$ cat src/sv/assert_macros.svh
// Assertion macros shared by the sequencer RTL.
`ifndef ASSERT_MACROS_SVH
`define ASSERT_MACROS_SVH

// Checked on every rising edge, off while reset is held.
`define TVDS_ASSERT(lbl, clk, rst_n, prop) \
  lbl: assert property (@(posedge clk) disable iff (!rst_n) (prop)) \
    else $error("%m: assertion failed");

// Checked on every rising edge, reset included.
`define TVDS_ASSERT_ALWAYS(lbl, clk, prop) \
  lbl: assert property (@(posedge clk) (prop)) \
    else $error("%m: assertion failed");

`endif

$ cat src/sv/tvds_pkg.sv
// Types, codes and constants of the timed valve dispense sequencer.
`default_nettype none

package tvds_pkg;

  // Elapsed millisecond counter width.
  localparam int TIME_WIDTH = 32;
  // Fraction bits of a Q12 time value.
  localparam int FRAC_W     = 12;
  // Time compare width: elapsed in Q12, or the largest threshold sum.
  localparam int CMP_W      = (TIME_WIDTH + FRAC_W > 35) ? TIME_WIDTH + FRAC_W : 35;

  localparam int CFG_IDX_W  = 3;
  localparam int CFG_DATA_W = 16;

  // Register indexes.
  localparam logic [CFG_IDX_W-1:0] CFG_DRAIN_RATE  = 3'd0;
  localparam logic [CFG_IDX_W-1:0] CFG_WATER_RATE  = 3'd1;
  localparam logic [CFG_IDX_W-1:0] CFG_MILK_RATE   = 3'd2;
  localparam logic [CFG_IDX_W-1:0] CFG_MAX_LEVEL   = 3'd3;
  localparam logic [CFG_IDX_W-1:0] CFG_TRAVEL      = 3'd4;
  localparam logic [CFG_IDX_W-1:0] CFG_DRAIN_DELAY = 3'd5;

  // Register reset values.
  localparam logic [15:0] RST_RATE        = 16'd256;
  localparam logic [15:0] RST_MAX_LEVEL   = 16'hFFFF;
  localparam logic [15:0] RST_TRAVEL      = 16'd1000;
  localparam logic [15:0] RST_DRAIN_DELAY = 16'd0;

  // Fluid codes.
  localparam logic [1:0] FL_NONE  = 2'd0;
  localparam logic [1:0] FL_DRAIN = 2'd1;
  localparam logic [1:0] FL_WATER = 2'd2;
  localparam logic [1:0] FL_MILK  = 2'd3;

  // Status codes.
  localparam logic [2:0] ST_TICK   = 3'd0;
  localparam logic [2:0] ST_ACCEPT = 3'd1;
  localparam logic [2:0] ST_UNDEF  = 3'd2;
  localparam logic [2:0] ST_OVFL   = 3'd3;
  localparam logic [2:0] ST_BUSY   = 3'd4;

  // Relay mask bits.
  localparam logic [3:0] R_DRAIN = 4'b0001;
  localparam logic [3:0] R_WATER = 4'b0010;
  localparam logic [3:0] R_MILK  = 4'b0100;
  localparam logic [3:0] R_AIR   = 4'b1000;

  typedef struct packed {
    logic [15:0] drain_ms_per_ml;
    logic [15:0] water_ms_per_ml;
    logic [15:0] milk_ms_per_ml;
    logic [15:0] max_bowl_level;
    logic [15:0] travel_time_ms;
    logic [15:0] drain_delay_ms;
  } tvds_cfg_t;

  typedef struct packed {
    logic        action;
    logic [1:0]  fluid_type;
    logic [15:0] volume;
    logic        drain_after;
  } tvds_item_t;

  typedef struct packed {
    logic [2:0]  status;
    logic        drain_valve;
    logic        water_valve;
    logic        milk_valve;
    logic        air_valve;
    logic        busy_res;
    logic        finished;
    logic [15:0] bowl_level;
  } tvds_res_t;

  // Valve time per ml for a fluid; undefined fluid has zero open time.
  function automatic logic [15:0] rate_of(tvds_cfg_t cfg, logic [1:0] fluid);
    logic [15:0] r;
    case (fluid)
      FL_DRAIN: r = cfg.drain_ms_per_ml;
      FL_WATER: r = cfg.water_ms_per_ml;
      FL_MILK:  r = cfg.milk_ms_per_ml;
      default:  r = 16'd0;
    endcase
    return r;
  endfunction

  // Source relay of a fluid; undefined fluid drives the air relay.
  function automatic logic [3:0] relay_of(logic [1:0] fluid);
    logic [3:0] m;
    case (fluid)
      FL_DRAIN: m = R_DRAIN;
      FL_WATER: m = R_WATER;
      FL_MILK:  m = R_MILK;
      default:  m = R_AIR;
    endcase
    return m;
  endfunction

endpackage

`default_nettype wire

$ cat src/sv/tvds_core.sv
// Sequencer state and the one-step update for a tick or a request beat.
`default_nettype none

module tvds_core (
  input  wire logic               clk,
  input  wire logic               rst_n,
  input  wire logic               fire,
  input  wire tvds_pkg::tvds_item_t item,
  input  wire tvds_pkg::tvds_cfg_t  cfg,
  output tvds_pkg::tvds_res_t     res
);
  import tvds_pkg::*;

  `include "assert_macros.svh"

  logic                  active_r, active_nxt;
  logic                  started_r, started_nxt;
  logic [TIME_WIDTH-1:0] elapsed_r, elapsed_nxt;
  logic [1:0]            req_fluid_r, req_fluid_nxt;
  logic [15:0]           req_volume_r, req_volume_nxt;
  logic                  req_dafter_r, req_dafter_nxt;
  logic [15:0]           level_r, level_nxt;
  logic [3:0]            relays_r, relays_nxt;

  // Open times in Q12 ms of the latched request at the live rates.
  logic [31:0]           src_q, drn_q;

  logic [TIME_WIDTH-1:0] tick_elapsed;
  logic [CMP_W-1:0]      t_q, travel_q, delay_q;
  logic [CMP_W-1:0]      th_dopen, th_src, th_air, th_dclose;
  logic [16:0]           fill_sum;
  logic [15:0]           level_drop;
  logic [3:0]            pin;
  logic [3:0]            rl;
  logic                  done;
  logic [2:0]            status;
  logic                  fin;

  assign src_q = {16'd0, req_volume_r} * {16'd0, rate_of(cfg, req_fluid_r)};
  assign drn_q = {16'd0, req_volume_r} * {16'd0, cfg.drain_ms_per_ml};

  assign tick_elapsed = !started_r ? '0 :
                        (&elapsed_r) ? elapsed_r : elapsed_r + 1'b1;
  assign t_q       = CMP_W'({tick_elapsed, {FRAC_W{1'b0}}});
  assign travel_q  = CMP_W'({cfg.travel_time_ms, {FRAC_W{1'b0}}});
  assign delay_q   = CMP_W'({cfg.drain_delay_ms, {FRAC_W{1'b0}}});
  assign th_dopen  = delay_q + travel_q;
  assign th_src    = CMP_W'(src_q);
  assign th_air    = CMP_W'(src_q) + travel_q;
  assign th_dclose = travel_q + CMP_W'(drn_q) + delay_q;

  assign fill_sum   = {1'b0, level_r} + {1'b0, item.volume};
  assign level_drop = (level_r > req_volume_r) ? level_r - req_volume_r : 16'd0;
  assign pin        = relay_of(req_fluid_r);

  always_comb begin
    active_nxt     = active_r;
    started_nxt    = started_r;
    elapsed_nxt    = elapsed_r;
    req_fluid_nxt  = req_fluid_r;
    req_volume_nxt = req_volume_r;
    req_dafter_nxt = req_dafter_r;
    level_nxt      = level_r;
    relays_nxt     = relays_r;
    status         = ST_TICK;
    fin            = 1'b0;
    rl             = relays_r;
    done           = 1'b0;

    if (fire && item.action) begin
      if (item.fluid_type == FL_NONE) begin
        status = ST_UNDEF;
      end else if (item.fluid_type != FL_DRAIN &&
                   fill_sum > {1'b0, cfg.max_bowl_level}) begin
        status = ST_OVFL;
      end else if (active_r) begin
        status = ST_BUSY;
      end else begin
        status         = ST_ACCEPT;
        req_fluid_nxt  = item.fluid_type;
        req_volume_nxt = item.volume;
        req_dafter_nxt = item.drain_after;
        active_nxt     = 1'b1;
        started_nxt    = 1'b0;
        elapsed_nxt    = '0;
        if (item.fluid_type != FL_DRAIN && !item.drain_after) begin
          level_nxt = fill_sum[15:0];
        end
      end
    end else if (fire && active_r) begin
      started_nxt = 1'b1;
      elapsed_nxt = tick_elapsed;
      if (!started_r) begin
        rl = rl | pin;
      end
      if (req_dafter_r && t_q >= th_dopen) begin
        rl = rl | R_DRAIN;
      end
      // source time up: drain request ends here, fills go to purge
      if (t_q >= th_src) begin
        rl = rl & ~pin;
        if (req_fluid_r == FL_DRAIN) begin
          active_nxt = 1'b0;
          level_nxt  = level_drop;
          fin        = 1'b1;
          done       = 1'b1;
        end else begin
          rl = rl | R_AIR;
        end
      end
      if (!done && t_q >= th_air) begin
        rl = rl & ~R_AIR;
        if (!req_dafter_r) begin
          active_nxt = 1'b0;
          fin        = 1'b1;
          done       = 1'b1;
        end
      end
      if (!done && req_dafter_r && t_q >= th_dclose) begin
        rl         = rl & ~R_DRAIN;
        active_nxt = 1'b0;
        fin        = 1'b1;
      end
      relays_nxt = rl;
    end
  end

  always_ff @(posedge clk) begin
    if (!rst_n) begin
      active_r     <= 1'b0;
      started_r    <= 1'b0;
      elapsed_r    <= '0;
      req_fluid_r  <= FL_NONE;
      req_volume_r <= 16'd0;
      req_dafter_r <= 1'b0;
      level_r      <= 16'd0;
      relays_r     <= 4'd0;
    end else begin
      active_r     <= active_nxt;
      started_r    <= started_nxt;
      elapsed_r    <= elapsed_nxt;
      req_fluid_r  <= req_fluid_nxt;
      req_volume_r <= req_volume_nxt;
      req_dafter_r <= req_dafter_nxt;
      level_r      <= level_nxt;
      relays_r     <= relays_nxt;
    end
  end

  always_comb begin
    res.status      = status;
    res.drain_valve = relays_nxt[0];
    res.water_valve = relays_nxt[1];
    res.milk_valve  = relays_nxt[2];
    res.air_valve   = relays_nxt[3];
    res.busy_res    = active_nxt;
    res.finished    = fin;
    res.bowl_level  = level_nxt;
  end

  `TVDS_ASSERT(a_fin_clears_active, clk, rst_n, fire && fin |=> !active_r)
  `TVDS_ASSERT(a_accept_arms, clk, rst_n,
               fire && status == ST_ACCEPT |=> active_r && !started_r)
  `TVDS_ASSERT(a_unstarted_zero, clk, rst_n, active_r && !started_r |-> elapsed_r == '0)

endmodule

`default_nettype wire

$ cat src/sv/timed_valve_dispense_sequencer.sv
// Top level of the timed valve dispense sequencer: beat registers and config.
//
//   channel | direction | handshake           | payload
//   --------+-----------+---------------------+-------------------------------------
//   in_     | in        | in_valid / in_stall | action, fluid_type, volume, drain_after
//   out_    | out       | out_valid/out_stall | status, four valves, busy_res,
//           |           |                     | finished, bowl_level
//   cfg_    | in        | cfg_we              | cfg_index, cfg_wdata
//
// One beat per cycle sustained while out_stall is low; each beat passes the input
// register, then the result register, through the single step stage.
// rst_n is synchronous: it closes all relays, zeroes the level and loads the
// register defaults. out_stall holds the result register; the input register
// keeps filling until both are full, then in_stall rises.
`default_nettype none

module timed_valve_dispense_sequencer (
  input  wire logic                          clk,
  input  wire logic                          rst_n,
  input  wire logic                          in_valid,
  output logic                               in_stall,
  input  wire logic                          in_action,
  input  wire logic [1:0]                    in_fluid_type,
  input  wire logic [15:0]                   in_volume,
  input  wire logic                          in_drain_after,
  output logic                               out_valid,
  input  wire logic                          out_stall,
  output logic [2:0]                         out_status,
  output logic                               out_drain_valve,
  output logic                               out_water_valve,
  output logic                               out_milk_valve,
  output logic                               out_air_valve,
  output logic                               out_busy_res,
  output logic                               out_finished,
  output logic [15:0]                        out_bowl_level,
  input  wire logic                          cfg_we,
  input  wire logic [tvds_pkg::CFG_IDX_W-1:0]  cfg_index,
  input  wire logic [tvds_pkg::CFG_DATA_W-1:0] cfg_wdata
);
  import tvds_pkg::*;

  `include "assert_macros.svh"

  tvds_cfg_t  cfg_r;
  tvds_item_t item_r;
  logic       in_vld_r;
  tvds_res_t  res_r, step_res;
  logic       out_vld_r;
  logic       adv;   // input beat moves through the step into the result reg

  assign adv      = in_vld_r && (!out_vld_r || !out_stall);
  assign in_stall = in_vld_r && !adv;

  // Register file; the user must see that writes arrive only while no beat is in flight; the block does not enforce it.
  always_ff @(posedge clk) begin
    if (!rst_n) begin
      cfg_r.drain_ms_per_ml <= RST_RATE;
      cfg_r.water_ms_per_ml <= RST_RATE;
      cfg_r.milk_ms_per_ml  <= RST_RATE;
      cfg_r.max_bowl_level  <= RST_MAX_LEVEL;
      cfg_r.travel_time_ms  <= RST_TRAVEL;
      cfg_r.drain_delay_ms  <= RST_DRAIN_DELAY;
    end else if (cfg_we) begin
      unique case (cfg_index)
        CFG_DRAIN_RATE:  cfg_r.drain_ms_per_ml <= cfg_wdata;
        CFG_WATER_RATE:  cfg_r.water_ms_per_ml <= cfg_wdata;
        CFG_MILK_RATE:   cfg_r.milk_ms_per_ml  <= cfg_wdata;
        CFG_MAX_LEVEL:   cfg_r.max_bowl_level  <= cfg_wdata;
        CFG_TRAVEL:      cfg_r.travel_time_ms  <= cfg_wdata;
        CFG_DRAIN_DELAY: cfg_r.drain_delay_ms  <= cfg_wdata;
        default: ;
      endcase
    end
  end

  // Input register
  always_ff @(posedge clk) begin
    if (!rst_n) begin
      in_vld_r <= 1'b0;
    end else if (in_valid && !in_stall) begin
      in_vld_r <= 1'b1;
    end else if (adv) begin
      in_vld_r <= 1'b0;
    end
  end

  always_ff @(posedge clk) begin
    if (in_valid && !in_stall) begin
      item_r.action      <= in_action;
      item_r.fluid_type  <= in_fluid_type;
      item_r.volume      <= in_volume;
      item_r.drain_after <= in_drain_after;
    end
  end

  tvds_core u_core (
    .clk   (clk),
    .rst_n (rst_n),
    .fire  (adv),
    .item  (item_r),
    .cfg   (cfg_r),
    .res   (step_res)
  );

  // Result register
  always_ff @(posedge clk) begin
    if (!rst_n) begin
      out_vld_r <= 1'b0;
    end else if (adv) begin
      out_vld_r <= 1'b1;
    end else if (!out_stall) begin
      out_vld_r <= 1'b0;
    end
  end

  always_ff @(posedge clk) begin
    if (adv) begin
      res_r <= step_res;
    end
  end

  assign out_valid       = out_vld_r;
  assign out_status      = res_r.status;
  assign out_drain_valve = res_r.drain_valve;
  assign out_water_valve = res_r.water_valve;
  assign out_milk_valve  = res_r.milk_valve;
  assign out_air_valve   = res_r.air_valve;
  assign out_busy_res    = res_r.busy_res;
  assign out_finished    = res_r.finished;
  assign out_bowl_level  = res_r.bowl_level;

  `TVDS_ASSERT(a_fin_not_busy, clk, rst_n, out_vld_r && res_r.finished |-> !res_r.busy_res)
  `TVDS_ASSERT(a_accept_busy, clk, rst_n,
               out_vld_r && res_r.status == ST_ACCEPT |-> res_r.busy_res)
  `TVDS_ASSERT(a_stall_only_full, clk, rst_n, in_stall |-> in_vld_r && out_vld_r)

endmodule

`default_nettype wire
$ cat config.mk
export PLATFORM = sky130hd
export DESIGN_NAME = timed_valve_dispense_sequencer
export DESIGN_NICKNAME = d
export VERILOG_FILES = /design/src/sv/tvds_pkg.sv /design/src/sv/tvds_core.sv /design/src/sv/timed_valve_dispense_sequencer.sv
export VERILOG_INCLUDE_DIRS = /design/src /design/src/sv
export SDC_FILE = /design/constraint.sdc
export NUM_CORES = 2
export LEC_CHECK = 0
export ABC_AREA = 1
export ABC_CLOCK_PERIOD_IN_PS = 12000
export BUFFER_PORTS_ARGS = -buffer_cell sky130_fd_sc_hd__buf_2
export CORE_MARGIN = 1
export CORE_UTILIZATION = 50
export DETAILED_ROUTE_END_ITERATION = 7
export PLACE_DENSITY = 0.66
export SYNTH_ARGS = -nofsm -noshare
export SYNTH_HDL_FRONTEND = slang
export SYNTH_HIERARCHICAL = 1
export SYNTH_SLANG_ARGS = --single-unit
$ cat constraint.sdc
create_clock -name clk -period 12 [get_ports clk]
set_input_delay 0.6 -clock clk [delete_from_list [all_inputs] [get_ports clk]]
set_output_delay 0.6 -clock clk [all_outputs]
set_load 0.05 [all_outputs]
==> impl_metrics.yaml <==
worst_setup_path:
  worst-endpoint-arrival_ns: 10.95
  critPathCaptureType: "register"
  timing.critical_path.from: "u_core/req_fluid_r[1]"
  cpMaxStageDelayCell: "sky130_fd_sc_hd__nor2_2"
  timing.critical_path.from_type: "register"
  reg2reg_to: "out_busy_res"
  worst-r2r-cell-count: 45
  worstSetupEndpoint: "out_busy_res"
  crit_type: "reg -> reg"
  required_ns: 12.33
  cpMostUsedCell: "sky130_fd_sc_hd__nand2_1"
  worstPathMaxFanout: 18
  delay_of_the_slowest_cell_on_the_worst_path_ns: 0.81
  setup_slack_reg_to_reg_ns: 1.39
  critical_path.reg2reg.startpoint: "u_core/req_fluid_r[1]"
timing:
  maxSlewHeadroom_pct: 19.2
  final_tns_setup_ns: 0
  setup_viol: 0
  final-max-slew-violation-count: 0
  finClkSkew_ns: 0.0167
  tightest_slew_ns: 1.21
  rsz0062_at_grt: "false"
  hold_violations: 0
  finalCriticalPeriod_ns: 10.61
  part_of_the_cycle_the_worst_path_needs_pct: 88.5
  fmax_mhz: 94.2
clocking:
  postCtsSetupRepairBufs: 0
  cts_made_buffers: 27
  clock-root-buffer: "sky130_fd_sc_hd__clkbuf_16"
  clkLatencyLatePin_ns: 0.57
  ctsResizeCount: 0
  cts_buffer_depth: 3
  clock_sink_count: 216
  cts_hold_repair.buffers: 0
  cts_htree_levels: 1
  clk_pin_slew_ns: 0.06
  tritoncts: "done"
job:
  maxcap_viol_count: 0
synth:
  portion_of_the_post_synthesis_area_used_by_sequential_elements_pct: 14.1
  synthesis.nets: 5496
  ys_async_sr_fraction_pct: 0
  yosys_reg_bits: 216
  yosys_warnings: 6
  synth.cell_area_um2: 33800
  synth_top_cells_by_area: "sky130_fd_sc_hd__fa_1 26%, sky130_fd_sc_hd__ha_1 14%, sky130_fd_sc_hd__nand2_1 13%"
  synth_common_cells: "1212 x sky130_fd_sc_hd__nand2_1, 966 x sky130_fd_sc_hd__inv_1, 434 x sky130_fd_sc_hd__fa_1"
  post_synth_inst_count: 4633
  synthesis.area_per_instance_um2: 7.30
  synth-main-ff-cell: "sky130_fd_sc_hd__dfxtp_1"
  synth_enable_flop_cells: 45
  synth_largest_area_cell: "sky130_fd_sc_hd__fa_1"
  synth.top_cell.area_share_pct: 25.7
  yosysUniqueCellTypes: 48
  post-synth-top-count-cell: "sky130_fd_sc_hd__nand2_1"
cells_and_area:
  number_of_nets_in_the_final_layout: 5467
  area_delta_synth_final_pct: 6.03
  final_core_utilization_pct: 54.1
  design_area_um2: 35900
  drive_above_1_share_pct: 4.71
  fill_cells: 6525
  antenna-diode-count: 0
route:
  drc_errors: 0
  post_drt_wl_per_cell_um: 17.8
  total_wirelength_um: 98000
  drt-vias-per-instance: 5.28
  detailed_router_iteration_count_before_antenna_repair: 6
  drtIter0Drc: 2507
  vias: 29000
  post_route_antenna_net_violation_count: 0
hold_path:
  min-delay-start: "in_volume[15]"
  holdCritPathClass: "in -> reg"
place:
  place.port_buffers: 70
  placed_cell_area_um2: 34900
  detailed_place_hpwl_um: 78300
  routabilityCongestion: 0.961
floorplan:
  num_rows: 94
  number_of_i_o_pins: 71
  initial_core_util_pct: 51.0
  design.die.area_um2: 68700
  die_x_um: 262
  die_span_y_um: 262
  fp.coreArea_um2: 66300
status:
  outcome: "completed"
global_route:
  remaining_global_route_overflow: 0
  gr-usage-met2_pct: 47.3
  initial_antenna_violation_count: 0
  globalRouteMet3Util_pct: 3.76
  grt_use_met1_pct: 41.5
  layer_with_the_highest_usage_after_global_routing: "met2"
  grt_usage_pct: 29.4
  grt_first_pass_wirelength_um: 156000
  grt_start_max_net_pins: 101
  vias_in_the_first_global_route: 28400
power:
  overall_power_consumption_mw: 2.29
  power.density_nw_per_um2: 63.8
  cellLeakagePower_nw: 20.5
  peakVddDrop_v: 0.000115
worst max-delay path, delay by kind of cell (launching register included):
family                     cells  cell delay (ns)
adders and majority gates      9             4.23
xor gates and xnor gates       2             0.33
and+or+nand+nor               18             3.17
buffers and inverters          7             0.44
DFF                            1             0.39
AOI/OAI and AO/OA              9             1.79
cell families (layout without fill, tap and decap cells):
| logic type | count (synthesis) | count (layout) | share of synthesized area (%) |
|---|---|---|---|
| xor gates and xnor gates | 109 | 109 | 2.82 |
| and+or+nand+nor | 1942 | 1942 | 23.7 |
| DFF | 216 | 216 | 14.1 |
| adders and majority gates | 819 | 819 | 39.9 |
| buffers and inverters | 1158 | 1150 | 13.1 |
| AOI/OAI and AO/OA | 389 | 389 | 6.37 |
per-layer routing:
metal	wire, µm	vias up
met3	7280	149
met5	0	-
met4	2890	0
li1	-	14000
met1	43400	13800
met2	44400	1012
flip-flops by register name, summed over array words and instances (netlist names), 2 cells and up:
signal               count
item_r                  20
out_status               3
u_core/req_volume_r     16
cfg_r                   96
out_bowl_level          16
u_core/level_r          16
u_core/relays_r          4
u_core/elapsed_r        32
u_core/req_fluid_r       2
report_power, final:
part / internal, mW / switching (mW) / leakage [nW]
clock network: 0.540 / 0.343 / 0.451
logic: 0.192 / 0.403 / 18.2
registers: 0.769 / 0.0402 / 1.83
total: 1.50 / 0.787 / 20.5
how the worst min path moves through the flow:
| stage | end | slack (ns) | cells past startpoint |
|---|---|---|---|
| after CTS | item_r[16] | 0.19 | 1 |
| after global placement | cfg_r[35] | 0.44 | 2 |
| after detailed placement | cfg_r[46] | 0.45 | 2 |
| after global routing | item_r[16] | 0.19 | 1 |
| final | item_r[16] | 0.21 | 1 |
| after floorplan | cfg_r[33] | 0.43 | 2 |
layout by cell type, fill, tap and decap left out, drive strengths merged, types with 5 or more instances in the layout:
| cell | count |
|---|---|
| nand2 | 1219 |
| inv | 974 |
| fa | 434 |
| ha | 385 |
| nor2 | 357 |
| nand3 | 287 |
| a21oi | 222 |
| dfxtp | 171 |
| buf | 123 |
| o21ai | 82 |
| xor2 | 56 |
| xnor2 | 53 |
| edfxtp | 45 |
| clkbuf | 37 |
| nand4 | 26 |
| nor3 | 24 |
| a31oi | 16 |
| o21bai | 13 |
| a21o | 12 |
| a211oi | 11 |
| nand3b | 11 |
| clkinv | 9 |
| o211ai | 8 |
| o21a | 7 |
| nor4 | 7 |
| a221oi | 6 |
| bufinv | 5 |
| a21boi | 5 |
layout make-up:
class                      instances  area [µm²]  area share, %
multi-input combinational       3259       24600           68.7
sequential                       216        4770           13.3
inverter                         977        3670           10.2
tap                              864        1080           3.01
timing repair buffer             123         751           2.09
clock buffer                      37         743           2.07
clock inverter                    13         203          0.565
through the flow:
step,hold slack [ns],cells,worst slack (ns)
floorplan,0.429,4633,2.75
global placement,0.440,5439,1.79
detailed placement,0.446,5439,1.56
CTS,0.186,5489,1.51
global route,0.186,5489,0.569
finish,0.208,5489,1.39
Power figures use the tool's default switching activity.
